$ cat src/hw/rtl/ggam_pkg.sv
`timescale 1ns / 1ps
// ----------------------------------------------------------------------------
// ggam_pkg
// Shared constants for the GB2312 glyph address mapper: code ranges, font ROM
// bases, read lengths, glyph kinds and column advances.
// ----------------------------------------------------------------------------
package ggam_pkg;

    typedef logic [1:0] glyph_kind_t;

    localparam glyph_kind_t KIND_HANZI  = 2'd0;
    localparam glyph_kind_t KIND_SYMBOL = 2'd1;
    localparam glyph_kind_t KIND_ASCII16 = 2'd2;
    localparam glyph_kind_t KIND_ASCII7 = 2'd3;

    localparam logic [5:0] LEN_16X16 = 6'd32;
    localparam logic [5:0] LEN_8X16  = 6'd16;
    localparam logic [5:0] LEN_5X7   = 6'd8;

    localparam logic [7:0] ADV_16X16 = 8'd16;
    localparam logic [7:0] ADV_8X16  = 8'd8;
    localparam logic [7:0] ADV_5X7   = 8'd6;

    localparam logic [7:0] HZ_LEAD_LO  = 8'hB0;
    localparam logic [7:0] HZ_LEAD_HI  = 8'hF7;
    localparam logic [7:0] SYM_LEAD_LO = 8'hA1;
    localparam logic [7:0] SYM_LEAD_HI = 8'hA3;
    localparam logic [7:0] TRAIL_LO    = 8'hA1;
    localparam logic [7:0] PRINT_LO    = 8'h20;
    localparam logic [7:0] PRINT_HI    = 8'h7E;

    localparam logic [12:0] ROW_CELLS  = 13'd94;
    localparam logic [12:0] HANZI_SKIP = 13'd846;

    localparam logic [23:0] ASCII16_BASE = 24'h03CF80;
    localparam logic [23:0] ASCII7_BASE  = 24'h03BFC0;

endpackage

$ cat src/hw/rtl/gb2312_glyph_address_mapper.sv
`timescale 1ns / 1ps
// ----------------------------------------------------------------------------
// gb2312_glyph_address_mapper
// Turns a text byte stream into font ROM glyph requests (address, length,
// kind, page, column) for GB2312 16x16, ASCII 8x16 and ASCII 5x7 glyphs.
// ----------------------------------------------------------------------------
// Path: each accepted byte passes the input register and then the result
// register; a held result with out_ready low stalls both.
// Throughput: one byte per cycle unless a held result stalls it; the decode
// and address math fit in the one stage between the input and result registers.
// Reset: rst_n clears the string state, the lead-byte state and both valid
// flags; no string is active after reset.
module gb2312_glyph_address_mapper
(
    input  logic        clk,
    input  logic        rst_n,

    input  logic        in_valid,
    output logic        in_ready,
    input  logic [7:0]  char_byte,
    input  logic        string_start,
    input  logic [2:0]  start_page,
    input  logic [7:0]  start_column,
    input  logic        small_font,

    output logic        out_valid,
    input  logic        out_ready,
    output logic [23:0] rom_address,
    output logic [5:0]  read_length,
    output logic [1:0]  glyph_kind,
    output logic [2:0]  glyph_page,
    output logic [7:0]  glyph_column
);

    // input register
    logic       s1_valid_reg;
    logic [7:0] s1_byte_reg;
    logic       s1_start_reg;
    logic [2:0] s1_page_reg;
    logic [7:0] s1_column_reg;
    logic       s1_small_reg;

    // string state
    logic [7:0] pending_lead_reg, pending_lead_next;
    logic       lead_waiting_reg, lead_waiting_next;
    logic [7:0] column_reg, column_next;
    logic [2:0] page_reg, page_next;
    logic       small_mode_reg, small_mode_next;
    logic       active_reg, active_next;

    // result register
    logic                  out_valid_reg;
    logic [23:0]           address_reg;
    logic [5:0]            length_reg;
    ggam_pkg::glyph_kind_t kind_reg;
    logic [2:0]            opage_reg;
    logic [7:0]            ocolumn_reg;

    logic                  s1_advance;
    logic                  emit;
    logic [23:0]           address_calc;
    logic [5:0]            length_calc;
    ggam_pkg::glyph_kind_t kind_calc;
    logic [7:0]            advance;
    logic [7:0]            column_eff;
    logic                  lead_eff;

    logic [6:0]  lead_hz_off;
    logic [1:0]  lead_sym_off;
    logic [6:0]  trail_off;
    logic [6:0]  ascii_off;
    logic [12:0] hz_cell;
    logic [12:0] sym_cell;
    logic        is_print;
    logic        is_lead_hz;
    logic        is_lead_sym;

    assign s1_advance = s1_valid_reg && (!out_valid_reg || out_ready);
    assign in_ready   = !s1_valid_reg || s1_advance;

    // address math on the input register
    assign lead_hz_off  = 7'(pending_lead_reg - ggam_pkg::HZ_LEAD_LO);
    assign lead_sym_off = 2'(pending_lead_reg - ggam_pkg::SYM_LEAD_LO);
    assign trail_off    = 7'(s1_byte_reg - ggam_pkg::TRAIL_LO);
    assign ascii_off    = 7'(s1_byte_reg - ggam_pkg::PRINT_LO);
    assign hz_cell      = 13'(lead_hz_off) * ggam_pkg::ROW_CELLS + 13'(trail_off)
                          + ggam_pkg::HANZI_SKIP;
    assign sym_cell     = 13'(lead_sym_off) * ggam_pkg::ROW_CELLS + 13'(trail_off);

    assign is_print    = (s1_byte_reg >= ggam_pkg::PRINT_LO)
                         && (s1_byte_reg <= ggam_pkg::PRINT_HI);
    assign is_lead_hz  = (s1_byte_reg >= ggam_pkg::HZ_LEAD_LO)
                         && (s1_byte_reg <= ggam_pkg::HZ_LEAD_HI);
    assign is_lead_sym = (s1_byte_reg >= ggam_pkg::SYM_LEAD_LO)
                         && (s1_byte_reg <= ggam_pkg::SYM_LEAD_HI);

    always_comb
    begin
        page_next         = s1_start_reg ? s1_page_reg : page_reg;
        column_eff        = s1_start_reg ? s1_column_reg : column_reg;
        small_mode_next   = s1_start_reg ? s1_small_reg : small_mode_reg;
        active_next       = s1_start_reg || active_reg;
        lead_eff          = !s1_start_reg && lead_waiting_reg;
        lead_waiting_next = lead_eff;
        pending_lead_next = s1_start_reg ? 8'd0 : pending_lead_reg;
        emit              = 1'b0;
        address_calc      = '0;
        length_calc       = ggam_pkg::LEN_16X16;
        kind_calc         = ggam_pkg::KIND_HANZI;
        advance           = 8'd0;

        if (active_next)
        begin
            if (lead_eff && (s1_byte_reg >= ggam_pkg::TRAIL_LO))
            begin
                lead_waiting_next = 1'b0;
                pending_lead_next = 8'd0;
                emit              = 1'b1;
                length_calc       = ggam_pkg::LEN_16X16;
                advance           = ggam_pkg::ADV_16X16;
                if (pending_lead_reg >= ggam_pkg::HZ_LEAD_LO)
                begin
                    kind_calc    = ggam_pkg::KIND_HANZI;
                    address_calc = {6'd0, hz_cell, 5'd0};
                end
                else
                begin
                    kind_calc    = ggam_pkg::KIND_SYMBOL;
                    address_calc = {6'd0, sym_cell, 5'd0};
                end
            end
            else
            begin
                // drop any waiting lead; handle the byte on its own
                lead_waiting_next = 1'b0;
                pending_lead_next = 8'd0;
                if (s1_byte_reg == 8'd0)
                begin
                    active_next = 1'b0;
                end
                else if (small_mode_next)
                begin
                    if (is_print)
                    begin
                        emit         = 1'b1;
                        kind_calc    = ggam_pkg::KIND_ASCII7;
                        length_calc  = ggam_pkg::LEN_5X7;
                        advance      = ggam_pkg::ADV_5X7;
                        address_calc = 24'({ascii_off, 3'd0}) + ggam_pkg::ASCII7_BASE;
                    end
                end
                else if (is_lead_hz || is_lead_sym)
                begin
                    lead_waiting_next = 1'b1;
                    pending_lead_next = s1_byte_reg;
                end
                else if (is_print)
                begin
                    emit         = 1'b1;
                    kind_calc    = ggam_pkg::KIND_ASCII16;
                    length_calc  = ggam_pkg::LEN_8X16;
                    advance      = ggam_pkg::ADV_8X16;
                    address_calc = 24'({ascii_off, 4'd0}) + ggam_pkg::ASCII16_BASE;
                end
            end
        end

        column_next = column_eff + advance;
    end

    always_ff @(posedge clk or negedge rst_n)
    begin
        if (!rst_n)
        begin
            s1_valid_reg     <= 1'b0;
            out_valid_reg    <= 1'b0;
            pending_lead_reg <= 8'd0;
            lead_waiting_reg <= 1'b0;
            column_reg       <= 8'd0;
            page_reg         <= 3'd0;
            small_mode_reg   <= 1'b0;
            active_reg       <= 1'b0;
        end
        else
        begin
            if (in_ready)
            begin
                s1_valid_reg <= in_valid;
            end
            if (s1_advance)
            begin
                out_valid_reg    <= emit;
                pending_lead_reg <= pending_lead_next;
                lead_waiting_reg <= lead_waiting_next;
                column_reg       <= column_next;
                page_reg         <= page_next;
                small_mode_reg   <= small_mode_next;
                active_reg       <= active_next;
            end
            else if (out_ready)
            begin
                out_valid_reg <= 1'b0;
            end
        end
    end

    // payload registers
    always_ff @(posedge clk)
    begin
        if (in_ready && in_valid)
        begin
            s1_byte_reg   <= char_byte;
            s1_start_reg  <= string_start;
            s1_page_reg   <= start_page;
            s1_column_reg <= start_column;
            s1_small_reg  <= small_font;
        end
        if (s1_advance && emit)
        begin
            address_reg <= address_calc;
            length_reg  <= length_calc;
            kind_reg    <= kind_calc;
            opage_reg   <= page_next;
            ocolumn_reg <= column_eff;
        end
    end

    assign out_valid    = out_valid_reg;
    assign rom_address  = address_reg;
    assign read_length  = length_reg;
    assign glyph_kind   = kind_reg;
    assign glyph_page   = opage_reg;
    assign glyph_column = ocolumn_reg;

    // a lead byte only waits in large mode inside a string, with a lead code no lower than the symbol range
    a_lead_large_only : assert property (@(posedge clk) disable iff (!rst_n)
        lead_waiting_reg |-> (!small_mode_reg && active_reg
                              && pending_lead_reg >= ggam_pkg::SYM_LEAD_LO))
        else $error("lead byte waiting in an invalid state");

    // a stalled result blocks the input stage from advancing
    a_hold_on_stall : assert property (@(posedge clk) disable iff (!rst_n)
        (s1_valid_reg && out_valid_reg && !out_ready) |=> s1_valid_reg)
        else $error("input stage lost a beat while the result stalled");

    // read length follows glyph kind
    a_len_kind : assert property (@(posedge clk) disable iff (!rst_n)
        out_valid_reg |->
            ((kind_reg == ggam_pkg::KIND_ASCII7 && length_reg == ggam_pkg::LEN_5X7)
             || (kind_reg == ggam_pkg::KIND_ASCII16 && length_reg == ggam_pkg::LEN_8X16)
             || ((kind_reg == ggam_pkg::KIND_HANZI || kind_reg == ggam_pkg::KIND_SYMBOL)
                 && length_reg == ggam_pkg::LEN_16X16)))
        else $error("read length does not match glyph kind");

    // a beat that neither starts a string nor arrives in one produces no result
    a_idle_no_result : assert property (@(posedge clk) disable iff (!rst_n)
        (s1_advance && !s1_start_reg && !active_reg) |=> !out_valid_reg)
        else $error("result produced outside a string");

endmodule
$ cat config.mk
export PLATFORM = sky130hd
export DESIGN_NAME = gb2312_glyph_address_mapper
export DESIGN_NICKNAME = d
export VERILOG_FILES = /design/src/hw/rtl/ggam_pkg.sv /design/src/hw/rtl/gb2312_glyph_address_mapper.sv
export SDC_FILE = /design/constraint.sdc
export NUM_CORES = 1
export LEC_CHECK = 0
export ABC_AREA = 1
export BUFFER_PORTS_ARGS = -buffer_cell sky130_fd_sc_hd__clkbuf_2
export CORE_MARGIN = 1.5
export CORE_UTILIZATION = 59
export DETAILED_ROUTE_END_ITERATION = 10
export PLACE_DENSITY_LB_ADDON = 0.2
export RECOVER_POWER = 100
export SYNTH_ARGS = -nofsm -noshare
export SYNTH_HDL_FRONTEND = slang
export SYNTH_SLANG_ARGS = --single-unit
$ cat constraint.sdc
create_clock -name clk -period 13.93 [get_ports clk]
set_input_delay 0.6965 -clock clk [delete_from_list [all_inputs] [get_ports clk]]
set_output_delay 0.6965 -clock clk [all_outputs]
set_load 0.05 [all_outputs]
==> run_results.csv, run 1 <==
group,metric,value,unit
place,gp_congestion,0.9410,
worst_setup_path,start_kind,"flip-flop",
die,start_util,60.84,%
finish,layout_common_cells,"151 x nand2_1, 114 x inv_1, 61 x ha_1, 52 x edfxtp_1, 50 x o21ai_0",
die,die_area,10080,µm²
worst_setup_path,crit_fanout,6,
finish,nets,813,
sta,maxSlewViolCount,32,
routing,vias,4408,
finish,final_common_cell,"nand2_1",
clocking,hold_buffers,0,
sta,max_slew_margin,-18.22,%
routing,wl,11.70,mm
sta,worst-slew-pin-transition,1.773,ns
finish,area_delta_synth_final,8.676,%
worst_setup_path,reg2reg_slack,9.09,ns
min_path,min_path_type,"flip-flop to flip-flop",
place,hpwl,9.055,mm
routing,ant_nets,0,
grt,track_usage,25.00,%
finish,layout-drive-gt1-share,8.089,%
grt,grt_pass1_vias,4361,
grt,use_met1,34.57,%
logic_synthesis,netlist_area,5595,µm²
clocking,post_cts_buffers,0,
die,io_pins,70,
finish,largest_reg_flops,15,
logic_synthesis,yosysSeqAreaShare,38.64,%
logic_synthesis,ys_ff_latch,76,
routing,drtIter0Drc,356,
sta,timing.fmax,206.7,MHz
clocking,cts_max_level,3,
clocking,insertion_delay,0.35,ns
logic_synthesis,synth_warnings,0,
worst_setup_path,crit_type,"flip-flop to flip-flop",
die,rows,35,
logic_synthesis,synthCells,653,
grt,antenna_found_initial,0,
grt,grt_overflow,0,
finish,antennaDiodeCount,0,
place,port_buffers,57,
sta,timing.final.ws_setup,9.092,ns
power,pwr_density_cell,187.8,nW/µm²
routing,drt-wirelength-per-cell,14.13,µm
clocking,cts_made_buffers,9,
power,total_leakage_power,3.049,nW
flow_run,drv_cap,1,
routing,first_pass_iters,5,
finish,n_fill_cell,767,
sta,setup_viol,0,
sta,period_minus_slack,4.838,ns
worst_setup_path,cp-end-kind,"flip-flop",
place,dp_slack,9.160,ns
routing,drc,0,
status,status,"complete, but fails checks",
grt,grt_busiest_layer,"met2",
logic_synthesis,async_reset_ff_share,31.58,%
routing,via_per_inst,5.324,
die,core_area,9196,µm²
power,total_power,0.001142,W
sta,fin_skew,0.008626,ns
sta,fin_crit_sh,34.73,%
status,violations,"max-capacitance violations, max-slew violations",
die,die_w,100.4,µm
clocking,cts-root-buf,"clkbuf_8",
power,ir_drop,0.1220,mV
sta,rsz0062_at_grt,"no",
clocking,ctsResizeCount,0,
worst_setup_path,required,14.04,ns
sta,hold_violations,0,
clocking,cts_tree,"done",
logic_synthesis,ys.flop_type,"edfxtp_1",
clocking,clock-sinks,76,
grt,grt_max_degree,32,
clocking,clk_pin_slew,0.08,ns
logic_synthesis,synth_edf_count,52,
logic_synthesis,avgSynthCellArea,8.569,µm²
grt,grt_pass1_wl,19.79,mm
grt,met2_usage,41.71,%
sta,setup_tns,0,ns
clocking,ctsLongestPathBuffers,2,
worst_setup_path,arrival,4.95,ns
grt,globalRouteMet3Util,3.412,%
die,die_y,100.4,µm
logic_synthesis,ys_types,40,
stage by stage:
step           utilization, %  cell area (µm²)  instances  hold slack [ns]
2_1_floorplan               -             5637        664           0.4009
3_3_place_gp            64.33             5916        812           0.4638
3_5_place_dp            64.33             5916        812           0.4700
4_1_cts                 66.83             6146        828           0.3817
5_1_grt                 66.12             6081        828           0.5104
6_report                66.12             6081        828           0.4929
per-layer routing:
metal  share of wire (%)  wire [µm]
met1                  45       5324
met2                  48       5576
met3                 5.5        639
met4                 1.4        161
met5                   0          0
worst paths after layout:
path | from | depth (start not counted) | endpoint
max in group asynchronous | rst_n | 1 | s1_valid_reg$_DFFE_PN0N_
hold reg to reg | column_reg[1]$_DFFE_PN0P_ | 2 | column_reg[1]$_DFFE_PN0P_
setup / recovery | pending_lead_reg[4]$_DFFE_PN0P_ | 24 | rom_address[16]$_SDFFCE_PP0P_
setup reg to reg | pending_lead_reg[4]$_DFFE_PN0P_ | 24 | rom_address[16]$_SDFFCE_PP0P_
min in group asynchronous | rst_n | 1 | column_reg[1]$_DFFE_PN0P_
hold / removal | column_reg[1]$_DFFE_PN0P_ | 2 | column_reg[1]$_DFFE_PN0P_
synth_stat cells (all sizes together) (2+ instances only):
library cell	number	share of area, %
edfxtp	52	28
o21ai	51	4.6
clkbuf	4	0.27
ha	61	14
nand3	29	2.6
dfrtp	24	11
inv	116	7.8
o22ai	3	0.34
fa	15	5.4
nand4	5	0.56
a21oi	30	2.7
nand2	156	11
a31oi	2	0.22
or2	6	0.67
xor2	10	1.6
o21bai	2	0.27
buf	19	2.8
xnor2	12	1.9
nor3	12	1.3
nor2	37	3.0
report_power, final:
group          internal, W  total [W]  switching, W
clock             0.000105   0.000188     0.0000831
sequential        0.000278   0.000295     0.0000174
combinational     0.000228   0.000659      0.000431
cells by family (layout without fill, tap and decap cells):
| group | Yosys count | after routing | synth area share [%] |
|---|---|---|---|
| compound gates | 92 | 92 | 8.676 |
| fa+ha+maj | 76 | 76 | 19.01 |
| buf+inv | 139 | 192 | 10.87 |
| simple gates | 246 | 246 | 19.10 |
| mux | 1 | 1 | 0.2012 |
| flops | 76 | 76 | 38.64 |
| xor+xnor | 22 | 22 | 3.444 |
| other cells | 1 | 12 | 0.06702 |
layout make-up:
cell class                      count  area (µm²)  share of cell area, %
Inverter                          116       436.7                  7.181
Timing Repair Buffer               60       261.5                  4.300
Clock inverter                      4       52.55                 0.8642
Multi-Input combinational cell    449        2851                  46.89
Tap cell                          111       138.9                  2.284
Sequential cell                    76        2162                  35.56
Clock buffer                       12       177.7                  2.922
worst max-delay path: stages (launching register included):
cell and delay [ns]:
dfrtp_1 0.46, ha_1 0.26, xnor2_1 0.46, xnor2_1 0.21
fa_1 0.47, fa_1 0.54, inv_1 0.04, ha_1 0.34
a21oi_1 0.22, nand2_1 0.09, nand2_1 0.11, nand2_1 0.06
a21oi_1 0.16, xor2_1 0.20, ha_1 0.29, nand2_1 0.09
inv_1 0.06, nand3_1 0.08, nand2_1 0.05, nor2_1 0.14
nand2_1 0.07, nand2_1 0.06, nand2_1 0.05, nand2_1 0.05
nand2_1 0.04
Power figures use the tool's default switching activity.
==> run 2: changes to the inputs <==
CORE_UTILIZATION = 54   (was 59)
clock period = 4.4 ns   (was 13.93 ns; I/O delays follow)
==> run 2 against run 1 <==
  * The flow still finishes with violations (max-capacitance violations, max-slew violations)
  * Flip-flop and latch count unchanged
  * Non-clock buffer count increased by 26
  * Register-to-register slack lost 8.9 ns
  * Critical path depth decreased by 4
  * Highest routed layer unchanged
  * Clock power increased to 3.2 times the previous value
  * Critical path type unchanged
  * Final area rose by 6.4%
  * Cell count up 5.8%
  * Clock skew is 0.0094 ns higher
  * Setup slack got worse by 8.9 ns
==> run_results.csv, run 2 (synthesis gave the netlist of run 1 again) <==
group,metric,value,unit
sta,hold_violations,0,
worst_setup_path,required,4.50,ns
finish,antennaDiodeCount,0,
worst_setup_path,arrival,4.27,ns
grt,grt_pass1_wl,20.45,mm
power,power.share.clock,14.7,%
grt,grt_max_degree,32,
min_path,min_from,"start_column[0]",
flow_run,drv_cap,1,
clocking,clock-sinks,76,
finish,layout-drive-gt1-share,14.00,%
grt,track_usage,23.25,%
die,die_w,104.8,µm
finish,final_common_cell,"nand2_1",
worst_setup_path,reg2reg_slack,0.24,ns
die,start_util,56.46,%
routing,via_per_inst,5.087,
power,total_leakage_power,3.165,nW
min_path,min_to,"s1_column_reg[0]$_DFFE_PP_",
routing,drt-wirelength-per-cell,13.99,µm
die,io_pins,70,
finish,multi_input_area,3029,µm²
place,hpwl,9.430,mm
sta,period_minus_slack,4.165,ns
sta,fin_skew,0.01801,ns
routing,drc,0,
finish,n_fill_cell,834,
power,power_switching,0.001837,W
sta,max_slew_margin,-11.97,%
clocking,insertion_delay,0.35,ns
min_path,worstHoldPathCells,1,
sta,setup_viol,0,
finish,fin_cells,876,
power,ir_drop,0.5059,mV
power,sw_frac_of_total,45.35,%
worst_setup_path,reg2reg_to,"rom_address[16]$_SDFFCE_PP0P_",
clocking,ctsLongestPathBuffers,2,
power,power_frac_seq,23.0,%
clocking,cts-root-buf,"clkbuf_8",
worst_setup_path,start_kind,"flip-flop",
die,die_area,10980,µm²
worst_setup_path,crit_fanout,6,
sta,fin_crit_sh,94.66,%
finish,layout_common_cells,"149 x nand2_1, 115 x inv_1, 54 x ha_1, 52 x edfxtp_1, 48 x o21ai_0",
power,p_int,0.002213,W
routing,first_pass_iters,5,
die,rows,36,
sta,whs,0.03709,ns
finish,area_delta_synth_final,15.61,%
finish,seq_area,2163,µm²
grt,grt_overflow,0,
sta,timing.fmax,240.1,MHz
finish,nets,839,
min_path,min_path_type,"input port to flip-flop",
place,gp_congestion,0.8780,
worst_setup_path,timing.rr.start,"pending_lead_reg[4]$_DFFE_PN0P_",
finish,largest_reg_flops,15,
routing,drtIter0Drc,200,
grt,antenna_found_initial,0,
clocking,cts_made_buffers,9,
sta,worst-slew-pin-transition,1.680,ns
routing,vias,4456,
power,pwr_density_cell,626.1,nW/µm²
clocking,cts_max_level,3,
status,violations,"max-capacitance violations, max-slew violations",
place,port_buffers,57,
status,status,"complete, but fails checks",
sta,maxSlewViolCount,32,
grt,grt_pass1_vias,4345,
die,core_area,9910,µm²
die,die_y,104.8,µm
clocking,clk_pin_slew,0.09,ns
routing,wl,12.26,mm
worst_setup_path,cp-end-kind,"flip-flop",
place,place_inst,856,
clocking,cts_tree,"done",
power,total_power,0.004050,W
routing,ant_nets,0,
power,p_comb_share,62.4,%
worst_setup_path,r2r_cells,20,
worst_setup_path,crit_type,"flip-flop to flip-flop",
==> run 2: per-layer routing <==
layer  wire length (µm)  part of all wire, %  GRT usage [%]  vias to the layer above
li1                   -                    -              -                     2253
met1               5909                   48          32.79                     2069
met2               5657                   46          37.07                      119
met3                507                  4.1          4.242                       15
met4                184                  1.5          5.871                        0
met5                  0                    0              0                        -
==> run 2: worst max path at each step <==
stage                                          from                             to  slack, ns  cells after the start
finish              pending_lead_reg[4]$_DFFE_PN0P_  rom_address[16]$_SDFFCE_PP0P_       0.24                     20
global route        pending_lead_reg[4]$_DFFE_PN0P_  rom_address[16]$_SDFFCE_PP0P_      -0.02                     24
CTS                 pending_lead_reg[4]$_DFFE_PN0P_  rom_address[12]$_SDFFCE_PP0P_       0.01                     20
detailed placement  pending_lead_reg[4]$_DFFE_PN0P_  rom_address[16]$_SDFFCE_PP0P_      -0.08                     23
global placement    pending_lead_reg[4]$_DFFE_PN0P_  rom_address[12]$_SDFFCE_PP0P_       0.04                     20
floorplan           pending_lead_reg[4]$_DFFE_PN0P_  rom_address[16]$_SDFFCE_PP0P_       0.04                     23
==> run 2: final cells by class <==
type	instances	share of cell area, %
Multi-Input combinational cell	449	46.83
Clock buffer	9	1.915
Sequential cell	76	33.44
Timing Repair Buffer	86	7.002
Inverter	116	6.750
Tap cell	133	2.573
Clock inverter	7	1.489
==> run 2: through the flow <==
stage,worst slack (ns),utilization [%],cell area [µm²],TNS [ns]
floorplan,0.03859,-,5637,0
global placement,0.04002,61.64,6108,0
detailed placement,-0.08326,61.64,6108,-0.08326
CTS,0.01278,64.29,6371,0
global route,-0.02066,65.28,6469,-0.03792
finish,0.2351,65.28,6469,0
==> run 2: timing repair <==
| action | 4_1_cts | 5_1_grt |
|---|---|---|
| endpoints found under the hold margin | 24 | 0 |
| buffers inserted | 0 | 3 |
| setup endpoints to repair | 1 | 7 |
| pin swaps | 0 | 13 |
| hold buffers | 1 | 0 |
| resized for setup | 5 | 25 |
==> run 2: power by group through the flow <==
stage	Combinational [W]	Clock (W)	Sequential [W]
6_report	0.00253	0.000594	0.000931
2_1_floorplan	0.00159	0	0.00102
4_1_cts	0.00229	0.000602	0.000929
3_3_place_gp	0.00220	0	0.000939
3_5_place_dp	0.00225	0	0.000942
5_1_grt	0.00287	0.000628	0.000941
==> run 2: worst max-delay path, cell delays in order, from the launching register on <==
cell and delay, ns:
dfrtp_2 0.44, buf_4 0.15, fa_1 0.48, inv_1 0.04, ha_1 0.28, fa_1 0.51
inv_1 0.06, fa_2 0.51, inv_1 0.04, ha_1 0.30, ha_4 0.31, nand2_1 0.08
nor2_1 0.15, nor2_2 0.07, buf_4 0.13, nor2_1 0.11, nor2_2 0.06, nand3_1 0.06
nand2_1 0.05, nand2_1 0.05, nand2_1 0.04
